<file path="config.mk">
export PLATFORM = sky130hd
export DESIGN_NAME = onewire_rom_search
export DESIGN_NICKNAME = d
export VERILOG_FILES = /design/src/rtl/ows_pkg.sv /design/src/rtl/ows_engine.sv /design/src/rtl/ows_out_queue.sv /design/src/rtl/onewire_rom_search.sv
export SDC_FILE = /design/constraint.sdc
export NUM_CORES = 1
export LEC_CHECK = 0
export BUFFER_PORTS_ARGS = -buffer_cell sky130_fd_sc_hd__buf_2
export CAP_MARGIN = 40
export CORE_ASPECT_RATIO = 0.8
export CORE_MARGIN = 4
export CORE_UTILIZATION = 50
export DETAILED_ROUTE_END_ITERATION = 8
export PLACE_DENSITY = 0.64
export SLEW_MARGIN = 20
export SYNTH_ARGS = -nofsm -noshare
export SYNTH_HDL_FRONTEND = slang
export SYNTH_SLANG_ARGS = --single-unit
</file>
<file path="constraint.sdc">
create_clock -name i_clk -period 6.21 [get_ports i_clk]
set_input_delay 0.621 -clock i_clk [delete_from_list [all_inputs] [get_ports i_clk]]
set_output_delay 0.621 -clock i_clk [all_outputs]
set_load 0.1 [all_outputs]
</file>
<file path="src/rtl/ows_pkg.sv">
`default_nettype none

package ows_pkg;

    localparam int ID_BITS   = 64;
    localparam int POS_W     = 7;
    localparam int OUT_DEPTH = 4;

    localparam logic [1:0] MODE_NEW  = 2'd0;
    localparam logic [1:0] MODE_PASS = 2'd1;
    localparam logic [1:0] MODE_PAIR = 2'd2;

    localparam logic [2:0] KIND_CMD   = 3'd0;
    localparam logic [2:0] KIND_DIR   = 3'd1;
    localparam logic [2:0] KIND_FOUND = 3'd2;
    localparam logic [2:0] KIND_DONE  = 3'd3;
    localparam logic [2:0] KIND_ERROR = 3'd4;

    localparam logic [2:0] ERR_NONE     = 3'd0;
    localparam logic [2:0] ERR_PRESENCE = 3'd1;
    localparam logic [2:0] ERR_BOTH_ONE = 3'd2;
    localparam logic [2:0] ERR_CRC      = 3'd3;
    localparam logic [2:0] ERR_CAPACITY = 3'd4;

    localparam logic [1:0] CFG_ALARM_SEARCH   = 2'd0;
    localparam logic [1:0] CFG_SEARCH_COMMAND = 2'd1;
    localparam logic [1:0] CFG_ALARM_COMMAND  = 2'd2;
    localparam logic [1:0] CFG_MAX_DEVICES    = 2'd3;

    localparam logic [1:0] PH_IDLE  = 2'd0;
    localparam logic [1:0] PH_PASS  = 2'd1;
    localparam logic [1:0] PH_DONE  = 2'd2;
    localparam logic [1:0] PH_ERROR = 2'd3;

    localparam logic [7:0] RST_SEARCH_COMMAND = 8'hF0;
    localparam logic [7:0] RST_ALARM_COMMAND  = 8'hEC;
    localparam logic [7:0] RST_MAX_DEVICES    = 8'hFF;
    localparam logic [7:0] FOUND_MAX          = 8'hFF;
    localparam logic [7:0] CRC_POLY           = 8'h8C;

    typedef struct packed {
        logic [1:0] mode;
        logic       presence;
        logic       id_bit;
        logic       complement_bit;
    } t_request;

    typedef struct packed {
        logic       valid;
        logic [1:0] index;
        logic [7:0] data;
    } t_cfg_write;

    typedef struct packed {
        logic [2:0]         kind;
        logic [7:0]         command_byte;
        logic               direction;
        logic [ID_BITS-1:0] rom_id;
        logic [7:0]         device_count;
        logic [2:0]         error_code;
        logic               stored;
        logic               last;
    } t_result;

    function automatic logic [7:0] crc_step(input logic [7:0] crc, input logic bit_in);
        logic fb;
        fb = crc[0] ^ bit_in;
        return (crc >> 1) ^ (fb ? CRC_POLY : 8'h00);
    endfunction

    function automatic t_result make_result(
        input logic [2:0]         kind,
        input logic [7:0]         cmd,
        input logic               dir,
        input logic [ID_BITS-1:0] id,
        input logic [7:0]         cnt,
        input logic [2:0]         err,
        input logic               st,
        input logic               lst
    );
        t_result r;
        r.kind         = kind;
        r.command_byte = cmd;
        r.direction    = dir;
        r.rom_id       = id;
        r.device_count = cnt;
        r.error_code   = err;
        r.stored       = st;
        r.last         = lst;
        return r;
    endfunction

endpackage

`default_nettype wire

</file>
<file path="src/rtl/ows_engine.sv">
`default_nettype none

module ows_engine (
    input  wire                  i_clk,
    input  wire                  i_rst_n,
    input  wire                  i_accept,
    input  ows_pkg::t_request    i_req,
    input  ows_pkg::t_cfg_write  i_cfg,
    output logic [1:0]           o_count,
    output ows_pkg::t_result     o_res0,
    output ows_pkg::t_result     o_res1
);
    import ows_pkg::*;

    logic               r_alarm_search, n_alarm_search;
    logic [7:0]         r_search_cmd, n_search_cmd;
    logic [7:0]         r_alarm_cmd, n_alarm_cmd;
    logic [7:0]         r_max_dev, n_max_dev;

    logic [1:0]         r_phase, n_phase;
    logic [POS_W-1:0]   r_pos, n_pos;
    logic [POS_W-1:0]   r_last_disc, n_last_disc;
    logic [POS_W-1:0]   r_last_zero, n_last_zero;
    logic [ID_BITS-1:0] r_cur_id, n_cur_id;
    logic [ID_BITS-1:0] r_prev_id, n_prev_id;
    logic               r_final, n_final;
    logic [7:0]         r_found, n_found;
    logic [7:0]         r_crc, n_crc;

    logic [5:0]         w_sh;
    logic               w_both_zero;
    logic               w_dir;
    logic [POS_W-1:0]   w_last_zero;
    logic [ID_BITS-1:0] w_cur_id;
    logic [7:0]         w_crc;
    logic               w_last_bit;
    logic [7:0]         w_cmd;

    always_comb begin
        w_sh        = 6'(r_pos - POS_W'(1));
        w_both_zero = !i_req.id_bit && !i_req.complement_bit;
        if (!w_both_zero) begin
            w_dir = i_req.id_bit;
        end else if (r_pos == r_last_disc) begin
            w_dir = 1'b1;
        end else if (r_pos > r_last_disc) begin
            w_dir = 1'b0;
        end else begin
            w_dir = r_prev_id[w_sh];
        end
        w_last_zero       = (w_both_zero && !w_dir) ? r_pos : r_last_zero;
        w_cur_id          = r_cur_id;
        w_cur_id[w_sh]    = r_cur_id[w_sh] | w_dir;
        w_crc             = crc_step(r_crc, w_dir);
        w_last_bit        = (r_pos == POS_W'(ID_BITS));
        w_cmd             = r_alarm_search ? r_alarm_cmd : r_search_cmd;
    end

    always_comb begin
        n_alarm_search = r_alarm_search;
        n_search_cmd   = r_search_cmd;
        n_alarm_cmd    = r_alarm_cmd;
        n_max_dev      = r_max_dev;
        if (i_cfg.valid) begin
            unique case (i_cfg.index)
                CFG_ALARM_SEARCH:   n_alarm_search = i_cfg.data[0];
                CFG_SEARCH_COMMAND: n_search_cmd   = i_cfg.data;
                CFG_ALARM_COMMAND:  n_alarm_cmd    = i_cfg.data;
                CFG_MAX_DEVICES:    n_max_dev      = i_cfg.data;
                default:            ;
            endcase
        end
    end

    always_comb begin
        n_phase     = r_phase;
        n_pos       = r_pos;
        n_last_disc = r_last_disc;
        n_last_zero = r_last_zero;
        n_cur_id    = r_cur_id;
        n_prev_id   = r_prev_id;
        n_final     = r_final;
        n_found     = r_found;
        n_crc       = r_crc;
        o_count     = 2'd0;
        o_res0      = '0;
        o_res1      = '0;
        if (i_accept) begin
            unique case (i_req.mode)
                MODE_NEW: begin
                    n_phase     = PH_IDLE;
                    n_pos       = POS_W'(1);
                    n_last_disc = '0;
                    n_last_zero = '0;
                    n_cur_id    = '0;
                    n_prev_id   = '0;
                    n_final     = 1'b0;
                    n_found     = '0;
                    n_crc       = '0;
                end
                MODE_PASS: begin
                    if (r_phase != PH_ERROR) begin
                        o_count = 2'd1;
                        if (r_max_dev == 8'd0) begin
                            n_phase = PH_ERROR;
                            o_res0  = make_result(KIND_ERROR, 8'd0, 1'b0, '0, r_found,
                                                  ERR_CAPACITY, 1'b0, 1'b1);
                        end else if (!i_req.presence) begin
                            n_phase = PH_ERROR;
                            o_res0  = make_result(KIND_ERROR, 8'd0, 1'b0, '0, r_found,
                                                  ERR_PRESENCE, 1'b0, 1'b1);
                        end else if (r_final) begin
                            n_phase = PH_DONE;
                            o_res0  = make_result(KIND_DONE, 8'd0, 1'b0, '0, r_found,
                                                  ERR_NONE, 1'b0, 1'b1);
                        end else begin
                            n_phase     = PH_PASS;
                            n_pos       = POS_W'(1);
                            n_last_zero = '0;
                            n_cur_id    = '0;
                            n_crc       = '0;
                            o_res0      = make_result(KIND_CMD, w_cmd, 1'b0, '0, r_found,
                                                      ERR_NONE, 1'b0, 1'b1);
                        end
                    end
                end
                MODE_PAIR: begin
                    if (r_phase == PH_PASS) begin
                        if (i_req.id_bit && i_req.complement_bit) begin
                            n_phase = PH_ERROR;
                            o_count = 2'd1;
                            o_res0  = make_result(KIND_ERROR, 8'd0, 1'b0, '0, r_found,
                                                  ERR_BOTH_ONE, 1'b0, 1'b1);
                        end else begin
                            n_last_zero = w_last_zero;
                            n_cur_id    = w_cur_id;
                            n_crc       = w_crc;
                            if (!w_last_bit) begin
                                n_pos   = r_pos + POS_W'(1);
                                o_count = 2'd1;
                                o_res0  = make_result(KIND_DIR, 8'd0, w_dir, '0, r_found,
                                                      ERR_NONE, 1'b0, 1'b1);
                            end else begin
                                o_count     = 2'd2;
                                o_res0      = make_result(KIND_DIR, 8'd0, w_dir, '0,
                                                          r_found, ERR_NONE, 1'b0, 1'b0);
                                n_last_disc = w_last_zero;
                                n_final     = (w_last_zero == '0);
                                n_pos       = POS_W'(1);
                                if (w_crc != 8'd0) begin
                                    n_phase = PH_ERROR;
                                    o_res1  = make_result(KIND_ERROR, 8'd0, 1'b0, '0,
                                                          r_found, ERR_CRC, 1'b0, 1'b1);
                                end else begin
                                    n_phase   = PH_IDLE;
                                    n_prev_id = w_cur_id;
                                    n_found   = (r_found != FOUND_MAX) ?
                                                r_found + 8'd1 : r_found;
                                    o_res1    = make_result(KIND_FOUND, 8'd0, 1'b0,
                                                            w_cur_id, n_found, ERR_NONE,
                                                            r_found < r_max_dev, 1'b1);
                                end
                            end
                        end
                    end
                end
                default: ;
            endcase
        end
    end

    always_ff @(posedge i_clk) begin
        if (!i_rst_n) begin
            r_alarm_search <= 1'b0;
            r_search_cmd   <= RST_SEARCH_COMMAND;
            r_alarm_cmd    <= RST_ALARM_COMMAND;
            r_max_dev      <= RST_MAX_DEVICES;
            r_phase        <= PH_IDLE;
            r_pos          <= POS_W'(1);
            r_last_disc    <= '0;
            r_last_zero    <= '0;
            r_cur_id       <= '0;
            r_prev_id      <= '0;
            r_final        <= 1'b0;
            r_found        <= '0;
            r_crc          <= '0;
        end else begin
            r_alarm_search <= n_alarm_search;
            r_search_cmd   <= n_search_cmd;
            r_alarm_cmd    <= n_alarm_cmd;
            r_max_dev      <= n_max_dev;
            r_phase        <= n_phase;
            r_pos          <= n_pos;
            r_last_disc    <= n_last_disc;
            r_last_zero    <= n_last_zero;
            r_cur_id       <= n_cur_id;
            r_prev_id      <= n_prev_id;
            r_final        <= n_final;
            r_found        <= n_found;
            r_crc          <= n_crc;
        end
    end

endmodule

`default_nettype wire

</file>
<file path="src/rtl/ows_out_queue.sv">
`default_nettype none

module ows_out_queue #(
    parameter int DEPTH = ows_pkg::OUT_DEPTH
) (
    input  wire                          i_clk,
    input  wire                          i_rst_n,
    input  wire  [1:0]                   i_push_count,
    input  ows_pkg::t_result             i_entry0,
    input  ows_pkg::t_result             i_entry1,
    input  wire                          i_pop,
    output ows_pkg::t_result             o_head,
    output logic [$clog2(DEPTH+1)-1:0]   o_count
);
    import ows_pkg::*;

    localparam int PW = $clog2(DEPTH);
    localparam int CW = $clog2(DEPTH + 1);

    t_result         r_mem [DEPTH];
    logic [PW-1:0]   r_wr, n_wr;
    logic [PW-1:0]   r_rd, n_rd;
    logic [CW-1:0]   r_count, n_count;
    logic [PW-1:0]   w_wr_next;

    always_comb begin
        w_wr_next = r_wr + PW'(1);
        n_wr      = r_wr + PW'(i_push_count);
        n_rd      = i_pop ? r_rd + PW'(1) : r_rd;
        n_count   = r_count + CW'(i_push_count) - CW'(i_pop);
    end

    always_ff @(posedge i_clk) begin
        if (i_push_count != 2'd0) begin
            r_mem[r_wr] <= i_entry0;
        end
        if (i_push_count == 2'd2) begin
            r_mem[w_wr_next] <= i_entry1;
        end
    end

    always_ff @(posedge i_clk) begin
        if (!i_rst_n) begin
            r_wr    <= '0;
            r_rd    <= '0;
            r_count <= '0;
        end else begin
            r_wr    <= n_wr;
            r_rd    <= n_rd;
            r_count <= n_count;
        end
    end

    assign o_head  = r_mem[r_rd];
    assign o_count = r_count;

endmodule

`default_nettype wire

</file>
<file path="src/rtl/onewire_rom_search.sv">
// ROM search decision engine for a one-wire bus master.
// Request channel: i_in_valid / o_in_stall with i_mode (new search, pass start,
// bit pair), i_presence, i_id_bit and i_complement_bit. A request is taken at an
// edge where i_in_valid is high and o_in_stall is low.
// Result channel: o_out_valid / i_out_stall with kind, command byte, direction,
// ROM id, device count, error code, stored and last.
// Configuration: i_cfg_valid / o_cfg_ready with a register index and data;
// o_cfg_ready is always high. Write only while no results are outstanding.
// The results of a request enter the result queue at the edge that takes it.
// Throughput: one request per cycle while o_in_stall is low; the 64th bit pair
// gives two results. The decision logic runs in the cycle of acceptance and
// fills a result queue of OUT_DEPTH entries; the request side stalls while the
// queue holds more than OUT_DEPTH-2 results.
// A stalled result holds its fields until taken; requests keep flowing while
// the queue has room. OUT_DEPTH is a power of two, at least 4.
// Reset clears the search state, restores the register defaults and empties
// the queue.
`default_nettype none

module onewire_rom_search #(
    parameter int OUT_DEPTH = ows_pkg::OUT_DEPTH
) (
    input  wire                         i_clk,
    input  wire                         i_rst_n,
    input  wire                         i_in_valid,
    output logic                        o_in_stall,
    input  wire  [1:0]                  i_mode,
    input  wire                         i_presence,
    input  wire                         i_id_bit,
    input  wire                         i_complement_bit,
    output logic                        o_out_valid,
    input  wire                         i_out_stall,
    output logic [2:0]                  o_kind,
    output logic [7:0]                  o_command_byte,
    output logic                        o_direction,
    output logic [ows_pkg::ID_BITS-1:0] o_rom_id,
    output logic [7:0]                  o_device_count,
    output logic [2:0]                  o_error_code,
    output logic                        o_stored,
    output logic                        o_last,
    input  wire                         i_cfg_valid,
    output logic                        o_cfg_ready,
    input  wire  [1:0]                  i_cfg_index,
    input  wire  [7:0]                  i_cfg_data
);
    import ows_pkg::*;

    localparam int CW = $clog2(OUT_DEPTH + 1);

    t_request        w_req;
    t_cfg_write      w_cfg;
    t_result         w_res0, w_res1, w_head;
    logic [1:0]      w_push_count;
    logic [CW-1:0]   w_queue_count;
    logic            w_accept;
    logic            w_pop;

    assign w_req.mode           = i_mode;
    assign w_req.presence       = i_presence;
    assign w_req.id_bit         = i_id_bit;
    assign w_req.complement_bit = i_complement_bit;

    assign o_cfg_ready = 1'b1;
    assign w_cfg.valid = i_cfg_valid & o_cfg_ready;
    assign w_cfg.index = i_cfg_index;
    assign w_cfg.data  = i_cfg_data;

    assign o_in_stall  = (w_queue_count > CW'(OUT_DEPTH - 2));
    assign w_accept    = i_in_valid & ~o_in_stall;
    assign o_out_valid = (w_queue_count != '0);
    assign w_pop       = o_out_valid & ~i_out_stall;

    ows_engine u_engine (
        .i_clk   (i_clk),
        .i_rst_n (i_rst_n),
        .i_accept(w_accept),
        .i_req   (w_req),
        .i_cfg   (w_cfg),
        .o_count (w_push_count),
        .o_res0  (w_res0),
        .o_res1  (w_res1)
    );

    ows_out_queue #(
        .DEPTH(OUT_DEPTH)
    ) u_queue (
        .i_clk       (i_clk),
        .i_rst_n     (i_rst_n),
        .i_push_count(w_push_count),
        .i_entry0    (w_res0),
        .i_entry1    (w_res1),
        .i_pop       (w_pop),
        .o_head      (w_head),
        .o_count     (w_queue_count)
    );

    assign o_kind         = w_head.kind;
    assign o_command_byte = w_head.command_byte;
    assign o_direction    = w_head.direction;
    assign o_rom_id       = w_head.rom_id;
    assign o_device_count = w_head.device_count;
    assign o_error_code   = w_head.error_code;
    assign o_stored       = w_head.stored;
    assign o_last         = w_head.last;

endmodule

`default_nettype wire

</file>
==> flow_summary.json <==
{
  "boundaryPins": 112,
  "worstHoldStart": "i_cfg_data[6]",
  "die_w_um": 261,
  "ir_drop_mv": 0.343,
  "grt_util_all_layers": 0.258,
  "clockBufferDepth": 3,
  "seq_area_frac_synth": 0.560,
  "io_buffers": 110,
  "status": "completed",
  "layout-drive-gt1-share": 0.176,
  "relSlewSlack": 0.407,
  "antenna_found_initial": 2,
  "critPathLaunch": "u_engine.r_pos[0]",
  "areaGrowthSynthToFinish_pct": 11.9,
  "ys_ff_latch": 558,
  "hold_viol": 0,
  "layout_common_cells": "nor2_1 (400), edfxtp_1 (312), dfxtp_1 (243)",
  "clk_latency_ps": 620,
  "synthTopCellsByArea": "edfxtp_1 (37%), dfxtp_1 (19%), mux4_2 (8.7%)",
  "hold_buffers": 0,
  "synth_area_um2": 25500,
  "rr_startpoint": "u_engine.r_pos[0]",
  "fin_tns_setup_ps": 0,
  "critPathLaunchType": "flop",
  "cts_made_buffers": 55,
  "h-tree-depth": 2,
  "cts_tree": "built",
  "antennaDiodeCount": 0,
  "rows": 73,
  "path_max_fanout": 46,
  "post_synth_inst_count": 2179,
  "finalSetupViolations": 0,
  "crit_required_ps": 6770,
  "max_cap_violations": 0,
  "ys_types": 76,
  "final.period_utilization": 0.819,
  "ant_nets": 0,
  "clk_pin_slew_ps": 60,
  "vias": 18300,
  "dr.pass1.iters": 7,
  "dieArea_um2": 54700,
  "dp.final_hpwl_mm": 45.7,
  "fin_skew_ps": 24.5,
  "postCtsSetupBuffers": 0,
  "layout_commonest_cell": "nor2_1",
  "synth_top_area_share": 0.367,
  "drv_slew": 0,
  "grt_max_degree": 67,
  "synth_edf_count": 312,
  "grt_pass1_wl_mm": 110,
  "ys.flop_type": "edfxtp_1",
  "critPathArrivalTime_ps": 5640,
  "ys_async_sr_fraction": 0,
  "crit_type": "reg -> reg",
  "detail_route.vias_per_cell": 6.17,
  "cts.sinks": 558,
  "drcViolationCount": 0,
  "first_global_vias": 18200,
  "cp-end-kind": "flop",
  "post-place-ws_ps": 1180,
  "power_density_nw_per_um2": 349,
  "ctsResizeCount": 0,
  "wl_per_cell_um": 23.9,
  "leakage_uw": 0.0102,
  "min_path_type": "in -> reg",
  "synth_nets": 2225,
  "fmax_mhz": 197,
  "fillCellCount": 4292,
  "fin_ws_ps": 1120,
  "core_um2": 50100,
  "synth_area_per_cell_um2": 11.7,
  "chipHeight_um": 210,
  "synth_top_area_cell": "edfxtp_1",
  "worstMarginPinSlew_ps": 865,
  "start_util": 0.510,
  "wl_mm": 71.0,
  "min_period_ps": 5090,
  "yosysWarnings": 0,
  "gp_congestion": 0.897,
  "overflow": 0,
  "fin_nets": 2290,
  "drt_iter0_drc": 2181,
  "cts_root_buffer": "clkbuf_16",
  "rsz0062_at_grt": "false"
}
==> through the flow <==
| stage | area [µm²] | hold slack [ps] | utilization | power (µW) | cells |
|---|---|---|---|---|---|
| after floorplan | 25500 | 420 | - | 6190 | 2179 |
| after global placement | 26600 | 438 | 0.532 | 6660 | 2854 |
| after detailed placement | 26700 | 445 | 0.534 | 6690 | 2859 |
| after CTS | 28500 | 240 | 0.570 | 10000 | 2963 |
| after global routing | 28600 | 269 | 0.571 | 10300 | 2966 |
| final | 28600 | 282 | 0.571 | 9960 | 2966 |
==> where the power goes <==
group          switching, µW  internal, µW
logic                   1980           662
registers               67.3          3910
clock network           1440          1900
total                   3480          6480
==> synth_stat cells, types with 9 or more instances <==
| library cell | count |
|---|---|
| o211ai_1 | 18 |
| a22o_1 | 112 |
| a21o_1 | 18 |
| mux4_2 | 99 |
| xnor2_1 | 11 |
| buf_1 | 15 |
| a21oi_1 | 45 |
| nand2_1 | 139 |
| inv_1 | 45 |
| a31oi_1 | 11 |
| or3_1 | 9 |
| o2bb2ai_1 | 72 |
| buf_2 | 46 |
| mux2i_1 | 99 |
| nand4_1 | 13 |
| nor2_1 | 401 |
| o21ai_1 | 12 |
| clkbuf_1 | 87 |
| dfxtp_1 | 246 |
| nor3_1 | 20 |
| and3_1 | 14 |
| edfxtp_1 | 312 |
| and2_1 | 10 |
| o21ai_0 | 92 |
| nor4_1 | 9 |
| nor2b_1 | 12 |
| mux2i_2 | 10 |
| o22ai_1 | 19 |
| nand3_1 | 33 |
| ha_1 | 25 |
==> layout make-up <==
type	instances	area, µm²	area share
flip-flops and latches	558	14300	0.501
clock inverters	29	270	0.00946
multi-input cells	1413	10400	0.363
clock buffers	75	1530	0.0536
well taps	675	845	0.0296
repair buffers	168	1060	0.0372
inverters	48	185	0.00648
==> state kept, by name (all words and copies together), names as in the netlist, named ones only <==
name                     flops
u_queue.r_mem              356
u_engine.r_cur_id           64
u_engine.r_prev_id          64
u_engine.r_alarm_cmd         8
u_engine.r_crc               8
u_engine.r_found             8
u_engine.r_max_dev           8
u_engine.r_search_cmd        8
u_engine.r_last_disc         7
u_engine.r_last_zero         7
u_engine.r_pos               7
u_queue.o_count              3
u_engine.r_phase             2
u_queue.r_rd                 2
u_queue.r_wr                 2
u_engine.r_alarm_search      1
u_engine.r_final             1
==> per-layer routing <==
metal  share of wire  GRT usage  vias to the layer above  wire length, µm
li1                -          -                     8288                -
met1            0.45      0.387                     9136            31700
met2            0.45      0.395                      771            31800
met3           0.085     0.0501                      103             6050
met4           0.020     0.0555                        2             1400
met5         0.00018          0                        -               13
==> critical path: stages, from the launching register on <==
cell,delay [ps]
dfxtp_2,320
clkinv_1,40
buf_4,240
ha_1,410
xor2_4,560
mux4_2,620
or2_2,290
o211ai_1,150
and3_1,360
a21oi_1,110
o211ai_1,220
buf_4,320
nor2b_4,520
buf_4,590
a22o_1,250
==> cell families after synthesis <==
| family | Yosys count | synth area share |
|---|---|---|
| and+or+nand+nor | 690 | 0.116 |
| DFF | 558 | 0.560 |
| AOI/OAI and AO/OA | 465 | 0.134 |
| muxes | 214 | 0.134 |
| buffers and inverters | 208 | 0.0358 |
| adders and majority gates | 26 | 0.0130 |
| xor gates and xnor gates | 17 | 0.00642 |
| other | 1 | 0.000147 |
==> worst paths after layout <==
path / endpoint / slack, ps / depth (start not counted)
max: u_engine.r_cur_id[15] / 1120 / 14
min: u_engine.r_alarm_cmd[6] / 280 / 3
max reg2reg: u_engine.r_cur_id[15] / 1120 / 14
min reg2reg: u_engine.r_last_disc[4] / 450 / 2
No activity file was read; power rests on OpenSTA's default activity.
